**config.mk**
```make
export PLATFORM = sky130hd
export DESIGN_NAME = multi_timer_table_top
export DESIGN_NICKNAME = d
export VERILOG_FILES = /design/src/rtl/mtt_pkg.sv /design/src/rtl/multi_timer_table_top.sv
export VERILOG_INCLUDE_DIRS = /design/src /design/src/rtl
export SDC_FILE = /design/constraint.sdc
export NUM_CORES = 2
export LEC_CHECK = 0
export ABC_AREA = 1
export BUFFER_PORTS_ARGS = -buffer_cell sky130_fd_sc_hd__buf_2
export CAP_MARGIN = 20
export CORE_MARGIN = 2
export CORE_UTILIZATION = 60
export DETAILED_ROUTE_END_ITERATION = 10
export MAX_ROUTING_LAYER = met4
export PLACE_DENSITY = 0.79
export SLEW_MARGIN = 20
export SYNTH_ARGS = -nofsm -noshare
export SYNTH_HDL_FRONTEND = slang
export SYNTH_SLANG_ARGS = --single-unit
```
**constraint.sdc**
```tcl
create_clock -name clk -period 9.03 [get_ports clk]
set_input_delay 1.806 -clock clk [delete_from_list [all_inputs] [get_ports clk]]
set_output_delay 1.806 -clock clk [all_outputs]
set_load 0.05 [all_outputs]
```
**src/rtl/multi_timer_table_top_defines.svh**
```systemverilog
// ----------------------------------------------------------------------------
// Assertion macros for the timer table
// Shared assertion forms, clocked on clk.
// ----------------------------------------------------------------------------
`ifndef MULTI_TIMER_TABLE_TOP_DEFINES_SVH
`define MULTI_TIMER_TABLE_TOP_DEFINES_SVH

// Checked only while the block is out of reset.
`define MTT_ASSERT(lbl, prop, msg) \
	lbl: assert property (@(posedge clk) disable iff (!arst_n) prop) else $error(msg);

// Checked at every edge, reset included.
`define MTT_ASSERT_ALWAYS(lbl, prop, msg) \
	lbl: assert property (@(posedge clk) prop) else $error(msg);

`endif

```
**src/rtl/mtt_pkg.sv**
```systemverilog
// ----------------------------------------------------------------------------
// Timer table package
// Action codes, status codes, sequencer states and the result record.
// ----------------------------------------------------------------------------
package mtt_pkg;

	typedef enum logic [2:0] {
		ACT_ADD_ONCE     = 3'd0,
		ACT_ADD_REPEAT   = 3'd1,
		ACT_CANCEL_ID    = 3'd2,
		ACT_CANCEL_OWNER = 3'd3,
		ACT_SET_PAUSE    = 3'd4,
		ACT_TICK         = 3'd5,
		ACT_CLEAR        = 3'd6,
		ACT_COUNT        = 3'd7
	} action_t;

	typedef enum logic [1:0] {
		ST_OK          = 2'd0,
		ST_ZERO_PERIOD = 2'd1,
		ST_FULL        = 2'd2,
		ST_NOT_FOUND   = 2'd3
	} status_t;

	typedef enum logic [4:0] {
		S_IDLE = 5'b00001,
		S_EXEC = 5'b00010,
		S_SCAN = 5'b00100,
		S_SORT = 5'b01000,
		S_EMIT = 5'b10000
	} state_t;

	typedef struct packed {
		status_t     status;
		logic [31:0] id;
		logic        fired;
		logic [6:0]  count;
		logic        last;
	} result_t;

endpackage

```
**src/rtl/multi_timer_table_top.sv**
```systemverilog
// ----------------------------------------------------------------------------
// Timer table
// Table of one-shot and repeating timers kept in a slot memory.
// ----------------------------------------------------------------------------
//  channel  | direction | handshake             | payload
//  request  | in        | req_valid / req_stall | action .. global_pause
//  response | out       | rsp_valid / rsp_stall | status, result_id, fired, count, last
//
// Add, clear and a globally paused tick pass exec and emit to set rsp_valid.
// Cancel, pause and count sweep the slot memory once.
// A tick sweeps once to update, then again for each fired timer to pick the lowest
// id, and once more to find none left and send its last response; the single read
// port reads the slots one at a time.
// Reset clears the live bits and sets the id counter to 1; the slot memory is not cleared.
// A stalled response holds the sequencer in its emit state; req_stall is high
// whenever the sequencer is not idle.
// ----------------------------------------------------------------------------
`include "multi_timer_table_top_defines.svh"

module multi_timer_table_top #(
	parameter int SLOTS     = 16,
	parameter int TIME_BITS = 32
) (
	input  logic        clk,
	input  logic        arst_n,
	input  logic        req_valid,
	output logic        req_stall,
	input  logic [2:0]  action,
	input  logic [31:0] duration,
	input  logic        has_owner,
	input  logic [31:0] owner,
	input  logic [31:0] timer_id,
	input  logic        pause_value,
	input  logic [31:0] elapsed,
	input  logic        global_pause,
	output logic        rsp_valid,
	input  logic        rsp_stall,
	output logic [1:0]  status,
	output logic [31:0] result_id,
	output logic        fired,
	output logic [6:0]  count,
	output logic        last
);
	import mtt_pkg::*;

	localparam int IW = $clog2(SLOTS);
	localparam int CW = $clog2(SLOTS + 1);
	localparam int TB = TIME_BITS;
	localparam int MW = (TB > 32) ? TB : 32;
	localparam logic [TB-1:0] TMAX = '1;
	localparam result_t RES_DONE = '{status: ST_OK, id: '0, fired: 1'b0, count: '0,
		last: 1'b1};

	typedef struct packed {
		logic [31:0]      ident;
		logic [TB-1:0]    period;
		logic signed [TB:0] left;
		logic             repeats;
		logic             held;
		logic             owned;
		logic [31:0]      owner;
	} slot_t;

	function automatic logic [TB-1:0] clamp_time(input logic [31:0] v);
		logic [MW-1:0] w;
		w = MW'(v);
		if (w > MW'(TMAX))
			return TMAX;
		return w[TB-1:0];
	endfunction

	// Request registers
	action_t       act_q;
	logic [TB-1:0] dur_q;
	logic          own_flag_q;
	logic [31:0]   owner_q;
	logic [31:0]   tid_q;
	logic          pv_q;
	logic [TB-1:0] el_q;
	logic          gp_q;

	state_t         state_q;
	logic [CW-1:0]  idx_q;
	logic           rv_s1;
	logic [IW-1:0]  ra_s1;
	logic [SLOTS-1:0] live_q;
	logic [SLOTS-1:0] fire_q;
	logic           found_q;
	logic [CW-1:0]  cnt_q;
	logic [31:0]    best_id_q;
	logic [IW-1:0]  best_idx_q;
	logic           have_q;
	logic [31:0]    next_id_q;
	result_t        res_q;
	result_t        out_q;
	logic           rsp_valid_q;
	logic           emit_go;

	// Slot memory, one read and one write port
	slot_t         mem [SLOTS];
	slot_t         rd_s1;
	logic          mem_we;
	logic [IW-1:0] mem_wa;
	slot_t         mem_wd;
	logic          mem_re;
	logic [IW-1:0] mem_ra;

	always_ff @(posedge clk) begin
		if (mem_we)
			mem[mem_wa] <= mem_wd;
		if (mem_re)
			rd_s1 <= mem[mem_ra];
	end

	// Lowest free slot
	logic          free_any;
	logic [IW-1:0] free_idx;
	always_comb begin
		free_any = ~&live_q;
		free_idx = '0;
		for (int i = SLOTS - 1; i >= 0; i--)
			if (!live_q[i])
				free_idx = IW'(i);
	end

	logic add_zero;
	assign add_zero = (act_q == ACT_ADD_REPEAT) && (dur_q == '0);

	// Tick arithmetic on the entry just read
	logic signed [TB:0] sub_v;
	logic signed [TB:0] add_v;
	logic               expire;
	logic               id_hit;
	logic               scan_live;
	always_comb begin
		sub_v     = rd_s1.left - $signed({1'b0, el_q});
		add_v     = sub_v + $signed({1'b0, rd_s1.period});
		expire    = (sub_v <= 0);
		id_hit    = !found_q && (rd_s1.ident == tid_q);
		scan_live = (state_q == S_SCAN) && rv_s1 && live_q[ra_s1];
	end

	assign mem_re = ((state_q == S_SCAN) || (state_q == S_SORT)) && (idx_q < CW'(SLOTS));
	assign mem_ra = idx_q[IW-1:0];
	assign emit_go = (state_q == S_EMIT) && (!rsp_valid_q || !rsp_stall);

	always_comb begin
		mem_we = 1'b0;
		mem_wa = ra_s1;
		mem_wd = rd_s1;
		if ((state_q == S_EXEC) && free_any && !add_zero &&
		    ((act_q == ACT_ADD_ONCE) || (act_q == ACT_ADD_REPEAT))) begin
			mem_we         = 1'b1;
			mem_wa         = free_idx;
			mem_wd.ident   = next_id_q;
			mem_wd.period  = dur_q;
			mem_wd.left    = $signed({1'b0, dur_q});
			mem_wd.repeats = (act_q == ACT_ADD_REPEAT);
			mem_wd.held    = 1'b0;
			mem_wd.owned   = own_flag_q;
			mem_wd.owner   = owner_q;
		end else if (scan_live && (act_q == ACT_SET_PAUSE) && id_hit) begin
			mem_we      = 1'b1;
			mem_wd.held = pv_q;
		end else if (scan_live && (act_q == ACT_TICK) && !rd_s1.held) begin
			mem_we      = 1'b1;
			mem_wd.left = sub_v;
			// A repeating timer keeps its overshoot unless that leaves it expired.
			if (expire && rd_s1.repeats)
				mem_wd.left = (add_v <= 0) ? $signed({1'b0, rd_s1.period}) : add_v;
		end
	end

	always_ff @(posedge clk or negedge arst_n) begin
		if (!arst_n) begin
			state_q     <= S_IDLE;
			idx_q       <= '0;
			rv_s1       <= 1'b0;
			live_q      <= '0;
			fire_q      <= '0;
			found_q     <= 1'b0;
			cnt_q       <= '0;
			have_q      <= 1'b0;
			next_id_q   <= 32'd1;
			rsp_valid_q <= 1'b0;
		end else begin
			if (emit_go)
				rsp_valid_q <= 1'b1;
			else if (rsp_valid_q && !rsp_stall)
				rsp_valid_q <= 1'b0;
			rv_s1 <= mem_re;
			ra_s1 <= mem_ra;
			if (mem_re)
				idx_q <= idx_q + 1'b1;
			unique case (state_q)
				S_IDLE: begin
					if (req_valid) begin
						act_q      <= action_t'(action);
						dur_q      <= clamp_time(duration);
						own_flag_q <= has_owner;
						owner_q    <= owner;
						tid_q      <= timer_id;
						pv_q       <= pause_value;
						el_q       <= clamp_time(elapsed);
						gp_q       <= global_pause;
						state_q    <= S_EXEC;
					end
				end
				S_EXEC: begin
					idx_q   <= '0;
					found_q <= 1'b0;
					cnt_q   <= '0;
					fire_q  <= '0;
					unique case (act_q)
						ACT_ADD_ONCE, ACT_ADD_REPEAT: begin
							state_q <= S_EMIT;
							if (add_zero) begin
								res_q <= '{status: ST_ZERO_PERIOD, id: '0, fired: 1'b0,
								           count: '0, last: 1'b1};
							end else if (!free_any) begin
								res_q <= '{status: ST_FULL, id: '0, fired: 1'b0,
								           count: '0, last: 1'b1};
							end else begin
								live_q[free_idx] <= 1'b1;
								res_q <= '{status: ST_OK, id: next_id_q, fired: 1'b0,
								           count: '0, last: 1'b1};
								next_id_q <= (next_id_q == '1) ? 32'd1 : next_id_q + 32'd1;
							end
						end
						ACT_CLEAR: begin
							live_q  <= '0;
							res_q   <= RES_DONE;
							state_q <= S_EMIT;
						end
						ACT_TICK: begin
							res_q   <= RES_DONE;
							state_q <= gp_q ? S_EMIT : S_SCAN;
						end
						ACT_CANCEL_ID, ACT_CANCEL_OWNER, ACT_SET_PAUSE, ACT_COUNT:
							state_q <= S_SCAN;
					endcase
				end
				S_SCAN: begin
					if (scan_live) begin
						unique case (act_q)
							ACT_CANCEL_ID: begin
								if (id_hit) begin
									live_q[ra_s1] <= 1'b0;
									found_q       <= 1'b1;
								end
							end
							ACT_SET_PAUSE: begin
								if (id_hit)
									found_q <= 1'b1;
							end
							ACT_CANCEL_OWNER: begin
								if (rd_s1.owned && (rd_s1.owner == owner_q)) begin
									live_q[ra_s1] <= 1'b0;
									cnt_q         <= cnt_q + 1'b1;
								end
							end
							ACT_COUNT: cnt_q <= cnt_q + 1'b1;
							ACT_TICK: begin
								if (!rd_s1.held && expire) begin
									fire_q[ra_s1] <= 1'b1;
									if (!rd_s1.repeats)
										live_q[ra_s1] <= 1'b0;
								end
							end
							ACT_ADD_ONCE, ACT_ADD_REPEAT, ACT_CLEAR: ;
						endcase
					end
					if (!mem_re && !rv_s1) begin
						res_q <= '{status: ((((act_q == ACT_CANCEL_ID) ||
						                      (act_q == ACT_SET_PAUSE)) && !found_q) ?
						                    ST_NOT_FOUND : ST_OK),
						           id: '0, fired: 1'b0, count: 7'(cnt_q), last: 1'b1};
						if (act_q == ACT_TICK) begin
							idx_q   <= '0;
							have_q  <= 1'b0;
							state_q <= S_SORT;
						end else begin
							state_q <= S_EMIT;
						end
					end
				end
				S_SORT: begin
					// Strict compare keeps the lowest slot among equal ids.
					if (rv_s1 && fire_q[ra_s1] && (!have_q || (rd_s1.ident < best_id_q))) begin
						have_q     <= 1'b1;
						best_id_q  <= rd_s1.ident;
						best_idx_q <= ra_s1;
					end
					if (!mem_re && !rv_s1) begin
						res_q   <= '{status: ST_OK, id: (have_q ? best_id_q : 32'd0),
						             fired: have_q, count: '0, last: !have_q};
						state_q <= S_EMIT;
						if (have_q)
							fire_q[best_idx_q] <= 1'b0;
					end
				end
				S_EMIT: begin
					if (emit_go) begin
						out_q   <= res_q;
						idx_q   <= '0;
						have_q  <= 1'b0;
						state_q <= res_q.last ? S_IDLE : S_SORT;
					end
				end
				default: state_q <= S_IDLE;
			endcase
		end
	end

	assign req_stall = (state_q != S_IDLE);
	assign rsp_valid = rsp_valid_q;
	assign status    = out_q.status;
	assign result_id = out_q.id;
	assign fired     = out_q.fired;
	assign count     = out_q.count;
	assign last      = out_q.last;

	`MTT_ASSERT(a_no_write_idle, (state_q == S_IDLE) |-> !mem_we, "slot write while idle")
	`MTT_ASSERT(a_read_in_sweep, rv_s1 |-> (state_q == S_SCAN || state_q == S_SORT), "stray read")
	`MTT_ASSERT(a_fired_not_last, (rsp_valid && fired) |-> (!last && status == ST_OK), "bad fired")
	`MTT_ASSERT_ALWAYS(a_id_nonzero, arst_n |-> (next_id_q != '0), "next id is zero")

endmodule
```
=== Yosys cells after proc, flatten, opt, wreduce, memory -nomap -nowiden ===
Memories as Yosys holds them, arrays and structs flattened. A register that Yosys moved wholly into a read port is not among the register bits.
Cells that the tools add are included.

* Add/sub/neg operators: 5
* Bitwise operators: 8
* Equality and inequality tests: 37
* Mux-type cells: 106
* Magnitude comparators: 12
* Reduce and logical (&&, ||, !) cells: 61

{| class="wikitable"
|+ Operators with widths
! operator !! number
|-
| 33-bit 2-to-1 mux || 6
|-
| 16-bit 2-to-1 mux || 12
|-
| 32-bit 2-to-1 mux || 6
|-
| 43-bit 2-to-1 mux || 4
|-
| 43-bit one-hot mux with 3 select lines || 1
|-
| 16-bit one-hot mux with 3 select lines || 2
|-
| 43-bit one-hot mux with 2 select lines || 1
|-
| 4-bit 2-to-1 mux || 18
|-
| 33-bit by 1-bit less-or-equal comparator with 1-bit output (second input constant) || 2
|-
| 32-bit equality test || 2
|-
| 32-bit greater-than comparator (second input constant) || 2
|-
| 64-bit 2-to-1 mux || 1
|-
| 16-bit one-hot mux with 2 select lines || 2
|-
| 5-bit 2-to-1 mux || 12
|-
| 33-bit adder || 1
|-
| 33-bit subtractor || 1
|-
| 32-bit by 1-bit adder with 32-bit output (second input constant) || 1
|-
| 16-bit AND || 2
|-
| 32-bit equality test (second input constant) || 1
|-
| 32-bit logical NOT || 1
|-
| 32-bit < comparator || 1
|-
| 16-bit inverter || 2
|-
| 16-bit bitwise OR || 2
|-
| 5-bit one-hot mux with 3 select lines || 2
|-
| 43 further kinds || 144
|}

* Bits in registers: 343
* Logic and storage cells: 261
* Output and inout bits: 45
* RAM bits: 2112
* Bits of input ports: 138
* Memories: 1

{| class="wikitable"
|+ Memories
! memory !! words !! width !! rd ports !! clocked after Yosys merged registers in !! write ports !! RTL line !! RTL
|-
| mem || 16 || 132 || 1 || 1 || 1 || multi_timer_table_top.sv:100 || <nowiki>slot_t mem [SLOTS];</nowiki>
|}

=== Logic depth before layout (Yosys ltp) ===
* Depth in word-level cells: 25
* Mapped depth: 36
* Gate-level depth less buffers: 35

=== Least setup slack after synthesis ===
Ideal clock, no wire load.

* Path kind: reg2reg
* Start: register state_q[3]
* End: memory mem[0][0] (netlist bit) (enable)
* Data arrival time: 7390 ps
* Setup time: 626 ps
* Buffers on the path: 1
* Data required time: 8404 ps
* Path slack: 1014 ps
* Stages on the path, launching flop included: 15
* Period minus slack after synthesis: 8016 ps
* Cells stage by stage: dfrtp_1 > nor2_1 > inv_1 > nor4_4 > inv_2 > nor2_1 > inv_1 > nor2_4 > inv_2 > buf_2 > nand2_1 > o21ai_1 > inv_1 > nand3_1 > nor2_1

* Word-level cells in the longest chain between the ends: 10
* Elaborated cells between the ends (all ways): 17
* Those cells by class: eq/ne (2); mux (6); reduce/logical (9)

{| class="wikitable"
|+ RTL lines
! what !! RTL line !! RTL
|-
| from (decl) || multi_timer_table_top.sv:82 || <nowiki>state_t state_q;</nowiki>
|-
| from (signal assigned) || multi_timer_table_top.sv:237 || <nowiki>state_q <= gp_q ? S_EMIT : S_SCAN;</nowiki>
|-
| from (signal assigned) || multi_timer_table_top.sv:307 || <nowiki>state_q <= res_q.last ? S_IDLE : S_SORT;</nowiki>
|-
| 5-bit by 3-bit equality test with 1-bit output || multi_timer_table_top.sv:140 || <nowiki>scan_live = (state_q == S_SCAN) && rv_s1 && live_q[ra_s1];</nowiki>
|-
| 1-bit logical AND (2 in a row) || multi_timer_table_top.sv:140 ||
|-
| 1-bit logical AND (2 in a row) || multi_timer_table_top.sv:165 || <nowiki>end else if (scan_live && (act_q == ACT_TICK) && !rd_s1.held) begin</nowiki>
|-
| 1-bit 2-to-1 mux || multi_timer_table_top.sv:165 ||
|-
| 1-bit 2-to-1 mux || multi_timer_table_top.sv:162 || <nowiki>end else if (scan_live && (act_q == ACT_SET_PAUSE) && id_hit) begin</nowiki>
|-
| 1-bit 2-to-1 mux || multi_timer_table_top.sv:151 || <nowiki>if ((state_q == S_EXEC) && free_any && !add_zero &&</nowiki>
|-
| 1-bit 2-to-1 mux || multi_timer_table_top.sv:109 || <nowiki>if (mem_we)</nowiki>
|-
| 1-bit 2-to-1 mux (implied by the code) || multi_timer_table_top.sv:110 || <nowiki>mem[mem_wa] <= mem_wd;</nowiki>
|-
| to (decl) || multi_timer_table_top.sv:100 ||
|}

Parallel ways exist; a longest one is shown, timed or not.

==> results.json <==
{
  "r2r-end": "mem[1][58]",
  "antenna_found_initial": 15,
  "netlist_instances": 9026,
  "relSlewSlack_pct": 17.3,
  "ys.flop_type": "edfxtp_1",
  "drv_slew": 0,
  "period_needed_ns": 6.51,
  "synth_largest_area_cell": "edfxtp_1",
  "synth_top_family_by_area": "compound AO/OA/AOI/OAI gates",
  "cp-start-kind": "register",
  "met2_usage_pct": 51.3,
  "io_buffers": 180,
  "fin_setup_tns_ns": 0,
  "final_nets": 9341,
  "worst-setup-path-type": "reg2reg",
  "layout-drive-gt1-share_pct": 8.48,
  "ys_ff_latch": 2583,
  "cts_max_level": 5,
  "clk_latency_ns": 0.93,
  "first_iter_violations": 11600,
  "drt-total-wl_um": 310000,
  "hold_viol": 0,
  "synth_xor_area_share_pct": 0.629,
  "powerDensity_nw_per_um2": 259,
  "cts_setup_buffers": 0,
  "period_share_pct": 72.1,
  "r2r_slack_ns": 2.52,
  "grt_pass1_wl_um": 457000,
  "busiest_layer": "met2",
  "grt-ovfl-total": 0,
  "async_flop_share_pct": 3.21,
  "cts_tree": "done",
  "status": "complete, no violations",
  "dr.pass1.iters": 8,
  "fin_util_pct": 67.1,
  "start_util_pct": 60.5,
  "wl_per_cell_um": 26.6,
  "die_h_um": 429,
  "clockBufferDepth": 4,
  "gp_congestion": 1.02,
  "critPathCaptureType": "register",
  "rsz0062_at_grt": "no",
  "cts.repair.resized": 0,
  "synth.distinct_cells": 63,
  "ir_drop_mv": 0.210,
  "mostFrequentLayoutCells": "edfxtp_1 (2500), o21ai_0 (1358), nor2_1 (1357), nand2_1 (1162), inv_1 (529)",
  "globalRouteMet1Util_pct": 45.8,
  "crit_fanout": 33,
  "seq_area_frac_synth_pct": 71.3,
  "worstMarginPinSlew_ns": 1.24,
  "die_area_um2": 184000,
  "drc": 0,
  "dp_hpwl_um": 167000,
  "max_stage_delay_ns": 1.03,
  "netlist_area_um2": 108000,
  "cts_buffers": 275,
  "area.growth.synth_to_final_pct": 10.9,
  "worstReg2RegStart": "el_q[0]",
  "cp.arrival_ns": 7.12,
  "crit_top_cell": "nand2_1",
  "crit_slowest_cell": "nand2_2",
  "die_width_um": 429,
  "drv_cap": 0,
  "num_vias": 76100,
  "yosysWarnings": 0,
  "setup_viol": 0,
  "r2r_cells": 32,
  "ctsHoldBuffers": 0,
  "final_common_cell": "edfxtp_1",
  "clk_pin_slew_ns": 0.06,
  "grtUsageMet3_pct": 6.56,
  "via_per_inst": 6.53,
  "skew_ns": 0.0783,
  "synth_mux_area_share_pct": 0.0740,
  "synth_compound_area_share_pct": 12.2,
  "rows": 155,
  "cts.sinks": 2583,
  "hp-class": "reg2reg",
  "grt_pass1_vias": 73500,
  "cp-endpoint": "mem[1][58]",
  "grt_max_degree": 231,
  "worst-endpoint-required_ns": 9.64,
  "io_pins": 183,
  "synthAdderAreaFrac_pct": 1.18,
  "synth_area_leaders": "edfxtp_1 (69%), o21ai_0 (6.3%), nor2_1 (4.8%), nand2_1 (4.0%), o22ai_1 (2.2%)",
  "synth.top_cell.area_share_pct": 69.4,
  "synth-edff-count": 2500,
  "crit_path_start": "el_q[0]",
  "p_leak_nw": 41.9,
  "cts_root_buf": "clkbuf_16",
  "max_freq_mhz": 154,
  "yosys.area_share.simple_pct": 10.8,
  "fp.coreArea_um2": 179000,
  "postSynthAreaPerCell_um2": 12.0,
  "grt_util_all_layers_pct": 34.1,
  "ant_nets": 0
}
where the power goes:
| group | total [mW] | leakage (nW) | switching (mW) | internal (mW) |
|---|---|---|---|---|
| sequential | 13.9 | 23.7 | 0.240 | 13.7 |
| clock | 10.6 | 4.04 | 4.46 | 6.18 |
| combinational | 6.53 | 14.2 | 4.72 | 1.81 |
Yosys cell counts, types with 3 or more instances:
cell and n:
xnor2_1 19, xor2_1 55, dfrtp_1 81, a21o_1 3, nor3_1 61, nor4_1 25
o2111ai_1 4, and2_1 4, buf_2 23, buf_4 6, a21oi_2 29, o21ai_1 25
inv_1 532, nand3_2 4, nand2_2 8, o211ai_1 86, edfxtp_1 2500, o221ai_1 230
o31ai_1 12, a211oi_1 3, buf_1 37, nand3b_1 11, o32ai_1 37, nand3_1 210
ha_1 99, nand2_1 1162, nor2_2 9, nand4_1 41, nor2_1 1375, o21ai_0 1362
o22ai_1 377, mux2i_1 8, or2_2 3, buf_6 6, a21oi_1 82, clkbuf_1 448
inv_2 12, and3_1 4, o21bai_1 4
cells by family after synthesis:
group / Yosys count
compound gates: 2263
xor+xnor: 76
fa+ha+maj: 101
buf+inv: 1067
flops: 2583
mux: 8
other cells: 1
simple gates: 2927
how the worst min path moves through the flow:
stage	slack (ns)	from	cells past startpoint	endpoint
2_1_floorplan	0.40	res_q[1]	0	count[0]
3_3_place_gp	0.41	res_q[38]	0	result_id[29]
3_5_place_dp	0.41	res_q[28]	0	result_id[19]
4_1_cts	0.42	res_q[39]	0	result_id[30]
5_1_grt	0.42	res_q[39]	0	result_id[30]
6_report	0.42	res_q[39]	0	result_id[30]
through the flow:
| stage | setup slack [ns] | std cells | area [um^2] | power (mW) | hold WS (ns) |
|---|---|---|---|---|---|
| after CTS | 2.61 | 11600 | 120000 | 30.9 | 0.418 |
| after floorplan | 1.01 | 9027 | 108000 | 18.5 | 0.400 |
| final | 2.52 | 11600 | 120000 | 31.1 | 0.416 |
| after detailed placement | 2.65 | 11200 | 112000 | 20.4 | 0.405 |
| after global routing | 1.97 | 11600 | 120000 | 32.1 | 0.421 |
| after global placement | 2.84 | 11200 | 112000 | 20.2 | 0.407 |
sequential cells by signal (all words and copies together) (netlist names), 2 cells and up:
| name | count |
|---|---|
| result_id | 32 |
| idx_q | 5 |
| next_id_q | 32 |
| ra_s1 | 4 |
| status | 2 |
| mem | 2112 |
| best_idx_q | 4 |
| res_q | 41 |
| live_q | 16 |
| el_q | 32 |
| act_q | 3 |
| fire_q | 16 |
| count | 5 |
| rd_s1 | 132 |
| cnt_q | 5 |
| dur_q | 32 |
| state_q | 5 |
| owner_q | 32 |
| best_id_q | 32 |
| tid_q | 32 |
cell type report:
type                       count  area [um^2]
inverter                     546         2080
antenna                        8         20.0
clock inverter               115         1030
sequential                  2583        77200
timing repair buffer         319         2300
tap                         2355         2950
fill                       12100        58800
clock buffer                 341         7280
multi-input combinational   5377        27200
routing by layer:
layer  part of all wire [%]  vias up
li1                       -    32900
met3                     13      939
met2                     46     5572
met1                     36    36700
met5                      0        -
met4                    4.8        0
worst max-delay path: cells and delay by family, from the launching register on:
| kind | cells | cell delay, ns |
|---|---|---|
| XOR/XNOR | 1 | 0.38 |
| buffers and inverters | 2 | 0.14 |
| AND/OR/NAND/NOR | 25 | 4.05 |
| adder cells (fa/ha/maj) | 3 | 1.03 |
| flip-flops | 1 | 0.37 |
| AO/OA/AOI/OAI | 1 | 0.19 |
Note: power is estimated with default switching activity, not from simulation.
